$ cat src/hdl/csvt_pkg.sv
// shared types, codes and constants of the csv byte tokenizer
package csvt_pkg;

  localparam logic [7:0] ChQuote = 8'h22;
  localparam logic [7:0] ChCr    = 8'h0D;
  localparam logic [7:0] ChLf    = 8'h0A;

  localparam logic [7:0] SepReset          = 8'd44;
  localparam int unsigned MaxColumnsDefault = 65534;

  localparam int unsigned ColW = 16;
  localparam int unsigned RowW = 32;

  typedef enum logic [1:0] {
    KindData     = 2'd0,
    KindFieldEnd = 2'd1,
    KindDone     = 2'd2,
    KindError    = 2'd3
  } kind_e;

  typedef enum logic [2:0] {
    ErrNone           = 3'd0,
    ErrEofInQuotes    = 3'd1,
    ErrEmptyLine      = 3'd2,
    ErrTooManyColumns = 3'd3,
    ErrShortRecord    = 3'd4,
    ErrTooManyRows    = 3'd5,
    ErrQuoteAfterQuote = 3'd6,
    ErrUnused         = 3'd7
  } err_e;

  // class of the last thing seen in the current record
  typedef enum logic [1:0] {
    ClassSor  = 2'd0,
    ClassData = 2'd1,
    ClassSep  = 2'd2,
    ClassEndq = 2'd3
  } class_e;

  typedef struct packed {
    kind_e            kind;
    logic [7:0]       data_byte;
    logic [ColW-1:0]  column_index;
    logic [RowW-1:0]  row_index;
    logic             record_end;
    err_e             error_code;
    logic             last_of_run;
  } result_t;

  // results produced by one input byte, slot 0 first
  typedef struct packed {
    logic [1:0] count;
    result_t    res0;
    result_t    res1;
  } push_t;

endpackage

$ cat src/hdl/csvt_in_if.sv
// input channel: one csv byte or an end-of-stream mark per transfer
interface csvt_in_if;
  logic       valid;
  logic       ready;
  logic [7:0] in_byte;
  logic       end_of_stream;

  modport source (output valid, output in_byte, output end_of_stream, input ready);
  modport sink (input valid, input in_byte, input end_of_stream, output ready);
endinterface

$ cat src/hdl/csvt_out_if.sv
// output channel: one tagged result per transfer
interface csvt_out_if;
  logic        valid;
  logic        ready;
  logic [1:0]  kind;
  logic [7:0]  data_byte;
  logic [15:0] column_index;
  logic [31:0] row_index;
  logic        record_end;
  logic [2:0]  error_code;
  logic        last_of_run;

  modport source (output valid, output kind, output data_byte, output column_index,
                  output row_index, output record_end, output error_code,
                  output last_of_run, input ready);
  modport sink (input valid, input kind, input data_byte, input column_index,
                input row_index, input record_end, input error_code,
                input last_of_run, output ready);
endinterface

$ cat src/hdl/csvt_engine.sv
// tokenizer state and the per-byte decision logic
module csvt_engine import csvt_pkg::*; #(
  parameter int unsigned MaxColumns = MaxColumnsDefault
) (
  input  logic       clk_i,
  input  logic       rst_ni,
  input  logic       fire_i,
  input  logic [7:0] byte_i,
  input  logic       eos_i,
  input  logic [7:0] sep_i,
  output push_t      push_o
);

  logic            in_quotes_q, in_quotes_d;
  logic            quote_pend_q, quote_pend_d;
  logic            skip_lf_q, skip_lf_d;
  logic            blank_pend_q, blank_pend_d;
  class_e          prev_q, prev_d;
  logic            header_q, header_d;
  logic [ColW-1:0] col_q, col_d;
  logic [ColW-1:0] total_q, total_d;
  logic [RowW-1:0] row_q, row_d;
  logic            halted_q, halted_d;

  logic            go;
  logic [1:0]      n;
  result_t         r0, r1;
  logic [ColW:0]   col_inc;
  logic [ColW:0]   limit;
  logic            is_stop0, is_stop1;

  function automatic result_t mk(kind_e k, logic [7:0] d, logic [ColW-1:0] c,
                                 logic [RowW-1:0] r, logic re, err_e e);
    result_t x;
    x.kind         = k;
    x.data_byte    = d;
    x.column_index = c;
    x.row_index    = r;
    x.record_end   = re;
    x.error_code   = e;
    x.last_of_run  = 1'b0;
    return x;
  endfunction

  assign col_inc = {1'b0, col_q} + {{ColW{1'b0}}, 1'b1};
  assign limit   = header_q ? (ColW+1)'(MaxColumns) : {1'b0, total_q};

  always_comb begin
    in_quotes_d  = in_quotes_q;
    quote_pend_d = quote_pend_q;
    skip_lf_d    = skip_lf_q;
    blank_pend_d = blank_pend_q;
    prev_d       = prev_q;
    header_d     = header_q;
    col_d        = col_q;
    total_d      = total_q;
    row_d        = row_q;
    go           = 1'b0;
    n            = 2'd0;
    r0           = mk(KindData, 8'd0, col_q, row_q, 1'b0, ErrNone);
    r1           = r0;

    if (fire_i && !halted_q) begin
      if (blank_pend_q) begin
        if (eos_i) begin
          r0 = mk(KindDone, 8'd0, col_q, row_q, 1'b0, ErrNone);
          n  = 2'd1;
        end else if (skip_lf_q && byte_i == ChLf) begin
          skip_lf_d = 1'b0;
        end else begin
          skip_lf_d = 1'b0;
          r0 = mk(KindError, 8'd0, col_q, row_q, 1'b0, ErrEmptyLine);
          n  = 2'd1;
        end
      end else begin
        go = 1'b1;
        if (skip_lf_q) begin
          skip_lf_d = 1'b0;
          if (!eos_i && byte_i == ChLf) go = 1'b0;
        end
        // a quote inside quotes is resolved by the byte that follows it
        if (go && quote_pend_q) begin
          quote_pend_d = 1'b0;
          if (!eos_i && byte_i == ChQuote) begin
            r0     = mk(KindData, ChQuote, col_q, row_q, 1'b0, ErrNone);
            n      = 2'd1;
            prev_d = ClassData;
            go     = 1'b0;
          end else begin
            in_quotes_d = 1'b0;
            prev_d      = ClassEndq;
          end
        end

        if (go) begin
          if (header_q && prev_d == ClassSor && col_q == '0 && !in_quotes_d &&
              !eos_i && byte_i[7]) begin
            // leading high byte before the header, dropped
          end else if (in_quotes_d) begin
            if (eos_i) begin
              r0 = mk(KindError, 8'd0, col_q, row_q, 1'b0, ErrEofInQuotes);
              n  = 2'd1;
            end else if (byte_i == ChQuote) begin
              quote_pend_d = 1'b1;
            end else begin
              r0     = mk(KindData, byte_i, col_q, row_q, 1'b0, ErrNone);
              n      = 2'd1;
              prev_d = ClassData;
            end
          end else if (eos_i || byte_i == ChCr || byte_i == ChLf) begin
            if (!eos_i && byte_i == ChCr) skip_lf_d = 1'b1;
            if (prev_d == ClassSor) begin
              if (eos_i) begin
                r0 = mk(KindDone, 8'd0, col_q, row_q, 1'b0, ErrNone);
                n  = 2'd1;
              end else begin
                blank_pend_d = 1'b1;
              end
            end else begin
              r0 = mk(KindFieldEnd, 8'd0, col_q, row_q, 1'b1, ErrNone);
              n  = 2'd1;
              if (header_q) begin
                total_d  = col_inc[ColW-1:0];
                header_d = 1'b0;
                row_d    = RowW'(1);
                col_d    = '0;
                prev_d   = ClassSor;
                if (eos_i) begin
                  r1 = mk(KindDone, 8'd0, '0, RowW'(1), 1'b0, ErrNone);
                  n  = 2'd2;
                end
              end else if (col_inc != {1'b0, total_q}) begin
                r1 = mk(KindError, 8'd0, col_q, row_q, 1'b0, ErrShortRecord);
                n  = 2'd2;
              end else if (row_q == '1) begin
                col_d = '0;
                r1    = mk(KindError, 8'd0, '0, row_q, 1'b0, ErrTooManyRows);
                n     = 2'd2;
              end else begin
                row_d  = row_q + RowW'(1);
                col_d  = '0;
                prev_d = ClassSor;
                if (eos_i) begin
                  r1 = mk(KindDone, 8'd0, '0, row_q + RowW'(1), 1'b0, ErrNone);
                  n  = 2'd2;
                end
              end
            end
          end else if (byte_i == ChQuote) begin
            if (prev_d == ClassEndq) begin
              r0 = mk(KindError, 8'd0, col_q, row_q, 1'b0, ErrQuoteAfterQuote);
              n  = 2'd1;
            end else if (prev_d == ClassData) begin
              r0 = mk(KindData, ChQuote, col_q, row_q, 1'b0, ErrNone);
              n  = 2'd1;
            end else begin
              in_quotes_d = 1'b1;
            end
          end else if (byte_i == sep_i) begin
            r0     = mk(KindFieldEnd, 8'd0, col_q, row_q, 1'b0, ErrNone);
            n      = 2'd1;
            prev_d = ClassSep;
            if (col_inc >= limit) begin
              r1 = mk(KindError, 8'd0, col_q, row_q, 1'b0, ErrTooManyColumns);
              n  = 2'd2;
            end else begin
              col_d = col_inc[ColW-1:0];
            end
          end else begin
            r0     = mk(KindData, byte_i, col_q, row_q, 1'b0, ErrNone);
            n      = 2'd1;
            prev_d = ClassData;
          end
        end
      end
    end

    if (n == 2'd1) r0.last_of_run = 1'b1;
    if (n == 2'd2) r1.last_of_run = 1'b1;
  end

  assign is_stop0 = (n != 2'd0) && (r0.kind == KindDone || r0.kind == KindError);
  assign is_stop1 = (n == 2'd2) && (r1.kind == KindDone || r1.kind == KindError);
  assign halted_d = halted_q | is_stop0 | is_stop1;

  assign push_o.count = n;
  assign push_o.res0  = r0;
  assign push_o.res1  = r1;

  always_ff @(posedge clk_i or negedge rst_ni) begin
    if (!rst_ni) begin
      in_quotes_q  <= 1'b0;
      quote_pend_q <= 1'b0;
      skip_lf_q    <= 1'b0;
      blank_pend_q <= 1'b0;
      prev_q       <= ClassSor;
      header_q     <= 1'b1;
      col_q        <= '0;
      total_q      <= '0;
      row_q        <= '0;
      halted_q     <= 1'b0;
    end else begin
      in_quotes_q  <= in_quotes_d;
      quote_pend_q <= quote_pend_d;
      skip_lf_q    <= skip_lf_d;
      blank_pend_q <= blank_pend_d;
      prev_q       <= prev_d;
      header_q     <= header_d;
      col_q        <= col_d;
      total_q      <= total_d;
      row_q        <= row_d;
      halted_q     <= halted_d;
    end
  end

endmodule

$ cat src/hdl/csvt_result_queue.sv
// four-entry result queue, takes up to two results per cycle and gives one
module csvt_result_queue import csvt_pkg::*; (
  input  logic    clk_i,
  input  logic    rst_ni,
  input  push_t   push_i,
  output logic    room_o,
  input  logic    pop_i,
  output logic    valid_o,
  output result_t head_o
);

  result_t    mem_q [4];
  logic [1:0] wr_ptr_q, wr_ptr_d;
  logic [1:0] rd_ptr_q, rd_ptr_d;
  logic [2:0] cnt_q, cnt_d;

  assign valid_o = cnt_q != 3'd0;
  assign head_o  = mem_q[rd_ptr_q];
  // two free entries are needed before the engine may take a byte
  assign room_o  = cnt_q <= 3'd2;

  assign wr_ptr_d = wr_ptr_q + push_i.count;
  assign rd_ptr_d = rd_ptr_q + {1'b0, pop_i};
  assign cnt_d    = cnt_q + {1'b0, push_i.count} - {2'b0, pop_i};

  always_ff @(posedge clk_i) begin
    if (push_i.count != 2'd0) mem_q[wr_ptr_q] <= push_i.res0;
    if (push_i.count == 2'd2) mem_q[wr_ptr_q + 2'd1] <= push_i.res1;
  end

  always_ff @(posedge clk_i or negedge rst_ni) begin
    if (!rst_ni) begin
      wr_ptr_q <= '0;
      rd_ptr_q <= '0;
      cnt_q    <= '0;
    end else begin
      wr_ptr_q <= wr_ptr_d;
      rd_ptr_q <= rd_ptr_d;
      cnt_q    <= cnt_d;
    end
  end

endmodule

$ cat src/hdl/csv_byte_tokenizer_core.sv
// top level of the csv byte tokenizer
//
// in_i carries one csv byte, or an end-of-stream mark, per transfer (valid/ready).
// out_o carries tagged results: field data byte, field end (with record end
// flag), done, or error with a code; last_of_run marks the final result of a byte.
// cfg_we_i/cfg_wdata_i write the separator byte; write it only while idle.
// an accepted byte is held in the input register until the result queue has room,
// then decoded by the engine, and its results are registered in the queue before
// they appear on out_o.
// throughput is one byte per cycle while each byte gives at most one result and out_o
// is not stalled; both results of a byte that gives two are given out in turn by the
// single-result-per-cycle output of the four-entry result queue.
// after done or an error every further byte is accepted and dropped until reset.
// a stall on out_o fills the result queue, then the input register, then
// in_i.ready drops; nothing is lost.
// reset clears all parser state, empties the queue and sets the separator to a comma.
module csv_byte_tokenizer_core import csvt_pkg::*; #(
  parameter int unsigned MaxColumns = MaxColumnsDefault
) (
  input  logic       clk_i,
  input  logic       rst_ni,
  csvt_in_if.sink    in_i,
  csvt_out_if.source out_o,
  input  logic       cfg_we_i,
  input  logic [7:0] cfg_wdata_i
);

  logic       s1_valid_q, s1_valid_d;
  logic [7:0] s1_byte_q;
  logic       s1_eos_q;
  logic       s1_go;
  logic       in_xfer;
  logic [7:0] sep_q;
  logic       room;
  logic       pop;
  push_t      push;
  result_t    head;

  assign s1_go      = s1_valid_q && room;
  assign in_i.ready = !s1_valid_q || s1_go;
  assign in_xfer    = in_i.valid && in_i.ready;
  assign s1_valid_d = in_xfer || (s1_valid_q && !s1_go);

  always_ff @(posedge clk_i or negedge rst_ni) begin
    if (!rst_ni) begin
      s1_valid_q <= 1'b0;
      sep_q      <= SepReset;
    end else begin
      s1_valid_q <= s1_valid_d;
      if (cfg_we_i) sep_q <= cfg_wdata_i;
    end
  end

  always_ff @(posedge clk_i) begin
    if (in_xfer) begin
      s1_byte_q <= in_i.in_byte;
      s1_eos_q  <= in_i.end_of_stream;
    end
  end

  csvt_engine #(
    .MaxColumns(MaxColumns)
  ) u_engine (
    .clk_i  (clk_i),
    .rst_ni (rst_ni),
    .fire_i (s1_go),
    .byte_i (s1_byte_q),
    .eos_i  (s1_eos_q),
    .sep_i  (sep_q),
    .push_o (push)
  );

  csvt_result_queue u_queue (
    .clk_i   (clk_i),
    .rst_ni  (rst_ni),
    .push_i  (push),
    .room_o  (room),
    .pop_i   (pop),
    .valid_o (out_o.valid),
    .head_o  (head)
  );

  assign pop = out_o.valid && out_o.ready;

  assign out_o.kind         = head.kind;
  assign out_o.data_byte    = head.data_byte;
  assign out_o.column_index = head.column_index;
  assign out_o.row_index    = head.row_index;
  assign out_o.record_end   = head.record_end;
  assign out_o.error_code   = head.error_code;
  assign out_o.last_of_run  = head.last_of_run;

endmodule

$ cat src/flat_wrapper.sv
// flat-port wrapper written by rule: the top's interface ports become plain ports
module csv_byte_tokenizer_core_flat import csvt_pkg::*;
#(
  parameter int unsigned MaxColumns = MaxColumnsDefault
)
  (clk_i, rst_ni, cfg_we_i, cfg_wdata_i, in_i_valid, in_i_in_byte, in_i_end_of_stream, in_i_ready, out_o_valid, out_o_kind, out_o_data_byte, out_o_column_index, out_o_row_index, out_o_record_end, out_o_error_code, out_o_last_of_run, out_o_ready);
  csvt_in_if in_i_i ();
  csvt_out_if out_o_i ();
  input  logic clk_i;
  input  logic rst_ni;
  input  logic cfg_we_i;
  input  logic [7:0] cfg_wdata_i;
  input wire logic [$bits(in_i_i.valid)-1:0] in_i_valid;
  input wire logic [$bits(in_i_i.in_byte)-1:0] in_i_in_byte;
  input wire logic [$bits(in_i_i.end_of_stream)-1:0] in_i_end_of_stream;
  output wire logic [$bits(in_i_i.ready)-1:0] in_i_ready;
  output wire logic [$bits(out_o_i.valid)-1:0] out_o_valid;
  output wire logic [$bits(out_o_i.kind)-1:0] out_o_kind;
  output wire logic [$bits(out_o_i.data_byte)-1:0] out_o_data_byte;
  output wire logic [$bits(out_o_i.column_index)-1:0] out_o_column_index;
  output wire logic [$bits(out_o_i.row_index)-1:0] out_o_row_index;
  output wire logic [$bits(out_o_i.record_end)-1:0] out_o_record_end;
  output wire logic [$bits(out_o_i.error_code)-1:0] out_o_error_code;
  output wire logic [$bits(out_o_i.last_of_run)-1:0] out_o_last_of_run;
  input wire logic [$bits(out_o_i.ready)-1:0] out_o_ready;
  assign in_i_i.valid = in_i_valid;
  assign in_i_i.in_byte = in_i_in_byte;
  assign in_i_i.end_of_stream = in_i_end_of_stream;
  assign in_i_ready = in_i_i.ready;
  assign out_o_valid = out_o_i.valid;
  assign out_o_kind = out_o_i.kind;
  assign out_o_data_byte = out_o_i.data_byte;
  assign out_o_column_index = out_o_i.column_index;
  assign out_o_row_index = out_o_i.row_index;
  assign out_o_record_end = out_o_i.record_end;
  assign out_o_error_code = out_o_i.error_code;
  assign out_o_last_of_run = out_o_i.last_of_run;
  assign out_o_i.ready = out_o_ready;
  csv_byte_tokenizer_core #(.MaxColumns(MaxColumns)) u_core (.clk_i(clk_i), .rst_ni(rst_ni), .in_i(in_i_i), .out_o(out_o_i), .cfg_we_i(cfg_we_i), .cfg_wdata_i(cfg_wdata_i));
endmodule
$ cat config.mk
export PLATFORM = sky130hd
export DESIGN_NAME = csv_byte_tokenizer_core_flat
export DESIGN_NICKNAME = d
export VERILOG_FILES = /design/src/hdl/csvt_pkg.sv /design/src/hdl/csvt_in_if.sv /design/src/hdl/csvt_out_if.sv /design/src/hdl/csvt_engine.sv /design/src/hdl/csvt_result_queue.sv /design/src/hdl/csv_byte_tokenizer_core.sv /design/src/flat_wrapper.sv
export SDC_FILE = /design/constraint.sdc
export NUM_CORES = 1
export LEC_CHECK = 0
export BUFFER_PORTS_ARGS = -buffer_cell sky130_fd_sc_hd__buf_4
export CAP_MARGIN = 20
export CORE_UTILIZATION = 55
export DETAILED_ROUTE_END_ITERATION = 6
export GPL_ROUTABILITY_DRIVEN = 0
export PLACE_DENSITY = 0.84
export REMOVE_ABC_BUFFERS = 1
export SETUP_SLACK_MARGIN = 0.5
export SLEW_MARGIN = 10
export SYNTH_ARGS = -nofsm -noshare
export SYNTH_HDL_FRONTEND = slang
export SYNTH_HIERARCHICAL = 1
export SYNTH_SLANG_ARGS = --single-unit
$ cat constraint.sdc
create_clock -name clk_i -period 19.24 [get_ports clk_i]
set_clock_uncertainty 0.1 [all_clocks]
set_input_delay 3.848 -clock clk_i [delete_from_list [all_inputs] [get_ports clk_i]]
set_output_delay 3.848 -clock clk_i [all_outputs]
set_load 0.05 [all_outputs]
---- Word level (Yosys, flattened, before mapping) ----
Memories as Yosys holds them, arrays and structs flattened.
Cells that the tools add are included.
cells by class
  $lt $le $gt $ge ......................... 2
  shifts and indexed selects .............. 0
  $mul .................................... 0
  equality and inequality tests ........... 21
  reduce and logical (&&, ||, !) cells .... 39
  divide/modulo/power cells ............... 0
  add/subtract/negate cells ............... 7
  mux-type cells .......................... 128
  bitwise logic cells ..................... 6
operators by type and width
  cell                                           number
  2-to-1 mux 63 bit                              30
  2-to-1 mux 16 bit                              8
  2-to-1 mux 59 bit                              2
  2-to-1 mux 32 bit                              3
  2-to-1 mux 2 bit                               35
  2-to-1 mux 62 bit                              1
  2-to-1 mux 1 bit                               49
  adder 32 x 1 -> 32 bit, second input constant  1
  == test 32 bit, second input constant          1
  adder 16 x 1 -> 17 bit, second input constant  1
  greater-or-equal comparator 17 x 16 -> 1 bit   1
  logical AND 1 bit                              17
  inequality test 17 x 16 -> 1 bit               1
  == test 8 x 4 -> 1 bit, second input constant  2
  logical NOT 16 bit                             1
  == test 2 bit, second input constant           6
  inequality test 2 bit, second input constant   6
  AND reduction 10 bit                           1
  AND reduction 9 bit                            1
  == test 8 x 6 -> 1 bit, second input constant  1
  == test 8 bit                                  1
  AND reduction 8 bit                            1
  AND reduction 7 bit                            1
  logical OR 1 bit                               6
  15 further kinds                               26
word-level totals
  bits in latches ......................... 0
  output and inout port bits .............. 65
  logic and storage cells ................. 221
  bits in read-only memories .............. 0
  input bits .............................. 22
  bits in writable memories ............... 252
  memories kept ........................... 1
  flip-flop bits (word level) ............. 97
memory list
  name                  depth  bits a word  read ports  clocked after memory_dff  write ports  RTL line                 RTL
  u_core.u_queue.mem_q  4      63           1           0                         2            csvt_result_queue.sv:12  result_t mem_q [4];

---- Logic depth before layout (Yosys ltp) ----
  word-level depth ........................ 25
  mapped depth ............................ 21
  mapped depth without buffers ............ 18

---- By module ----
The synthesis kept the hierarchy.
modules (own cells, without submodules)
  module                   cells an instance  area an instance (um^2)  times used  sequential area each (um^2)
  csvt_result_queue        648                13355.3                  1           7742.4
  csvt_engine              902                6862.8                   1           1803.0
  csv_byte_tokenizer_core  32                 661.9                    1           499.2

---- Worst setup path before layout ----
No wires, ideal clock.
  path type ............................... reg2reg
  start ................................... reg u_core.u_engine.header_q
  end ..................................... mem u_core/u_queue/mem_q[0][0] in the netlist's numbering, enable pin
  clock period less this slack ............ 8.971 ns
  arrival ................................. 8.300 ns
  required time ........................... 18.569 ns
  library setup time ...................... 0.571 ns
  buffers on the path ..................... 4
  slack ................................... 10.269 ns
  cell stages (with the launch flop) ...... 18
  cells stage by stage .................... dfstp_2 -> clkbuf_1 -> buf_1 -> buf_1 -> clkbuf_1 -> nor2_1 -> ha_1 -> a211oi_1 -> nand2_1 -> o221ai_1 -> a31oi_1 -> o21ai_0 -> a32oi_1 -> a21oi_1 -> o2111a_1 -> a21o_1 -> o21bai_1 -> o21ai_0
RTL lines
  what                      RTL line                 RTL
  start: declaration        csvt_engine.sv:19        logic header_q, header_d;
  start signal: assignment  csvt_engine.sv:208       header_q <= header_d;
  end: declaration          csvt_result_queue.sv:12

---- Worst setup path after layout ----
  start ................................... reg u_core.u_queue.rd_ptr_q[0]
  end ..................................... out out_o_data_byte[0]
on the way
  word-level cells in the longest chain between the ends .. 1
RTL lines
  what                      RTL line                 RTL
  start: declaration        csvt_result_queue.sv:14  logic [1:0] rd_ptr_q, rd_ptr_d;
  start signal: assignment  csvt_result_queue.sv:38  rd_ptr_q <= rd_ptr_d;
  memory (4 x 63 bit)       -
  end: declaration          flat_wrapper.sv:19       output wire logic [$bits(out_o_i.data_byte)-1:0] out_o_data_byte;
No other way between the ends.

==> summary.md <==
| Metric | Value |
|---|---|
| Final Non-Filler Cells | `approximately 2200` |
| HP Start | `u_core/u_engine/halted_q` |
| Largest net degree at the start of global routing | `78` |
| First-pass GRT wire length | `78700 um` |
| Final Max Tran Viols | `0` |
| CTS sink count | `between 300 and 400` |
| ANT nets after route | `0` |
| Worst Path Required | `roughly 15 ns` |
| Initial Util | `a little under three fifths` |
| Hold Worst Slack | `roughly 0.40 ns` |
| # IOs | `87` |
| FFs w/ async S/R, synth | `between 20% and 30%` |
| Clock root buffer | `clkbuf_16` |
| Worst-path fanout max | `43` |
| FF+latch count, synth | `approximately 350` |
| Synthesis-to-layout area growth | `9.41%` |
| LEAKAGE | `between 8 and 9 nW` |
| Vias | `roughly 14000` |
| Grt total ovfl | `0` |
| Startpoint Class | `flop` |
| Worst-Skew Late Latency | `about 0.54 ns` |
| Core outline area | `37500 um^2` |
| Die extent in y | `between 150 and 200 um` |
| H-tree levels | `2` |
| Post_cts resized | `0` |
| Die Wd | `197 um` |
| Hold Path Depth | `1` |
| Fmax | `between 100 and 150 MHz` |
| Number of synthesized flops with an enable pin | `around 260` |
| Min-delay worst type | `reg2reg` |
| Clk pin slew, worst setup/hold paths | `roughly 0.06 ns` |
| Fin crit period | `~7.0 ns` |
| DRT Wirelength | `49800 um` |
| Syn_area_per_cell | `about 13 um^2` |
| Total track usage | `around a quarter` |
| WL per Instance | `around 23 um` |
| Iteration count of the initial detailed-routing pass | `6` |
| Critical path's largest stage delay | `roughly 0.83 ns` |
| Ant diodes | `0` |
| Port Buf Inserts | `86` |
| Residual DRC | `0` |
| Num CTS Buffers | `37` |
| Yosys Warn Count | `6` |
| Initial antenna violation count | `0` |
| Cells on worst reg2reg path | `15` |
| Maxcap violations | `0` |
| Setup WS pre-CTS | `between 10 and 15 ns` |
| Critical Path Sink Type | `output port` |
| Slew headroom | `25.7%` |
| Crit-path cells | `buf_4, mux4_2, buf_4` |
| Final hold vios | `0` |
| Outcome | `complete, no violations` |
| Vias per cell | `around 6.5` |
| Worst R2R Start | `u_core/u_engine/col_q[0]` |
| Worst Tran Pin Value | `~1.1 ns` |
| Dpl hpwl | `about 30000 um` |
| Critical-path top delay cell | `buf_4` |
| Reg2reg end | `u_core/u_queue/mem_q[3][1]` |
| Main flop type after synthesis | `edfxtp_1` |
| CP Class | `reg2out` |
| Final Cycle Share | `36.3%` |
| Final TNS setup | `0 ns` |
| Distinct cell type count after synthesis | `92` |
| DR iter-0 viols | `~1400` |
| Filler cell count | `about 2800` |
| PwrDens | `105 nW/um^2` |
| Final setup vio count | `0` |
| RSZ-0062 raised after global routing | `false` |
| Critical path arrival | `3.04 ns` |
| Max Root-Sink Buffers | `3` |
| Share of post-route cells with drive strength above 1 | `between 30% and 40%` |
| Number of global-route vias before repair | `around 14000` |
| Final #Nets | `about 1700` |
| Placed cells | `2088` |
| Cell area after synthesis | `about 21000 um^2` |
| Sequential area share after synthesis | `around 48%` |
| Hold Path Sink | `u_core/u_engine/halted_q` |
| Synthesized instance count | `approximately 1600` |
| Std-Cell Rows | `71` |
| Most numerous cell on the critical path | `buf_4` |
| Reg2Reg Setup Slack | `approximately 13 ns` |
| Setup Buffers After CTS | `0` |
| Full die area | `38700 um^2` |
| Final worst slack | `12.25 ns` |
| CTS tree | `done` |
| Worst vdd ir | `0.0815 mV` |
| Hold Buf Count CTS | `0` |
[flip-flops by register name, summed over array words and instances (netlist names), 3 cells and up]
register,flops
u_core/u_engine/row_q,32
u_core/u_queue/mem_q,252
u_core/s1_byte_q,8
u_core/u_engine/total_q,16
u_core/u_queue/cnt_q,3
u_core/u_engine/col_q,16
u_core/sep_q,8
[cell families after synthesis]
family,synth area share (%)
buffers and inverters,4.26
flip-flops,48.1
XOR/XNOR,2.31
multiplexers,24.8
AND/OR/NAND/NOR,11.7
other,0.0180
adder cells (fa/ha/maj),1.52
AO/OA/AOI/OAI,7.30
[critical path: cells and delay by family (launching register included)]
family	cells	cell delay, ns
DFF	1	0.73
muxes	1	0.69
buffers and inverters	2	1.06
[placed cells by master (no fill, tap or decap), types with 13 or more instances in the layout]
master / Yosys / final
nor2b_1: 30 / 30
xnor2_1: 21 / 21
mux2_2: 76 / 76
dfrtp_1: 84 / 82
mux2_4: 187 / 187
nor4_1: 15 / 15
clkbuf_1: 44 / 16
nor2_1: 105 / 103
nand2_1: 88 / 88
ha_1: 23 / 23
nor3_1: 25 / 25
buf_4: 26 / 105
nand3_1: 50 / 50
o22ai_1: 13 / 13
mux4_2: 63 / 63
o21ai_0: 44 / 43
xor2_1: 29 / 29
nand2b_1: 15 / 15
clkbuf_16: 0 / 39
edfxtp_1: 261 / 261
nand4_1: 22 / 22
inv_1: 25 / 25
and2_1: 16 / 16
a21oi_1: 41 / 41
and3_1: 18 / 18
[through the flow]
stage	utilization (%)	total power, mW	cell area [um^2]
after detailed placement	57.6	1.71	21600
after global placement	57.6	1.70	21600
after global routing	60.9	2.49	22800
after floorplan	-	1.49	20100
after CTS	60.8	2.42	22800
final	60.9	2.40	22800
[routing by layer]
| layer | global-route usage (%) | wire, um |
|---|---|---|
| met2 | 43.0 | 23900 |
| met1 | 33.9 | 19700 |
| met5 | 0 | 0 |
| met3 | 3.85 | 4070 |
| met4 | 11.4 | 2090 |
[report_power, final]
part	switching, mW	internal [mW]
logic	0.487	0.267
clock network	0.293	0.415
registers	0.0632	0.876
[cells in the mapped netlist, types with 7 or more instances]
master / n / area (um^2)
buf_1: 8 / 30.0
o21a_1: 8 / 60.1
nand2_1: 88 / 330
nor3_1: 25 / 125
or3_1: 11 / 68.8
buf_2: 14 / 70.1
clkbuf_1: 44 / 165
and4_1: 8 / 70.1
edfxtp_1: 261 / 7840
buf_6: 18 / 203
mux4_2: 63 / 1420
ha_1: 23 / 288
dfrtp_1: 84 / 2100
inv_1: 25 / 93.8
xnor2_1: 21 / 184
mux2_4: 187 / 2810
nor3b_1: 7 / 52.6
o211ai_1: 9 / 67.6
nand2b_1: 15 / 93.8
a21o_1: 11 / 82.6
mux2_2: 76 / 856
nor2_1: 105 / 394
or2_2: 8 / 50.1
buf_4: 26 / 195
nand4_1: 22 / 138
a221o_1: 9 / 90.1
xor2_1: 29 / 254
nand3_1: 50 / 250
nor2b_1: 30 / 188
o2111ai_1: 8 / 70.1
o21ai_0: 44 / 220
and3_1: 18 / 113
o22ai_1: 13 / 81.3
o21ai_1: 9 / 45.0
a21oi_1: 41 / 205
nor4_1: 15 / 93.8
and2_1: 16 / 100
mux2i_1: 10 / 100
[area by class of cell]
cell class	instances	area (um^2)	share of cell area [%]
inverter	27	101	0.444
tap	511	639	2.80
clock buffer	55	1040	4.53
multi-input combinational	1097	10000	43.9
timing repair buffer	108	842	3.69
clock inverter	13	146	0.641
sequential	349	10000	44.0
[how the worst max path moves through the flow]
stage | from | endpoint | slack (ns)
2_1_floorplan | u_core/s1_byte_q[0] | u_core/u_queue/mem_q[0][0] | 9.12
3_3_place_gp | u_core/u_queue/rd_ptr_q[0] | out_o_data_byte[0] | 12.75
3_5_place_dp | u_core/u_engine/col_q[0] | u_core/u_queue/mem_q[2][17] | 12.71
4_1_cts | u_core/u_queue/rd_ptr_q[0] | out_o_data_byte[0] | 12.15
5_1_grt | u_core/u_queue/rd_ptr_q[0] | out_o_data_byte[0] | 12.07
6_report | u_core/u_queue/rd_ptr_q[0] | out_o_data_byte[0] | 12.25
Note: power is estimated with default switching activity, not from simulation.
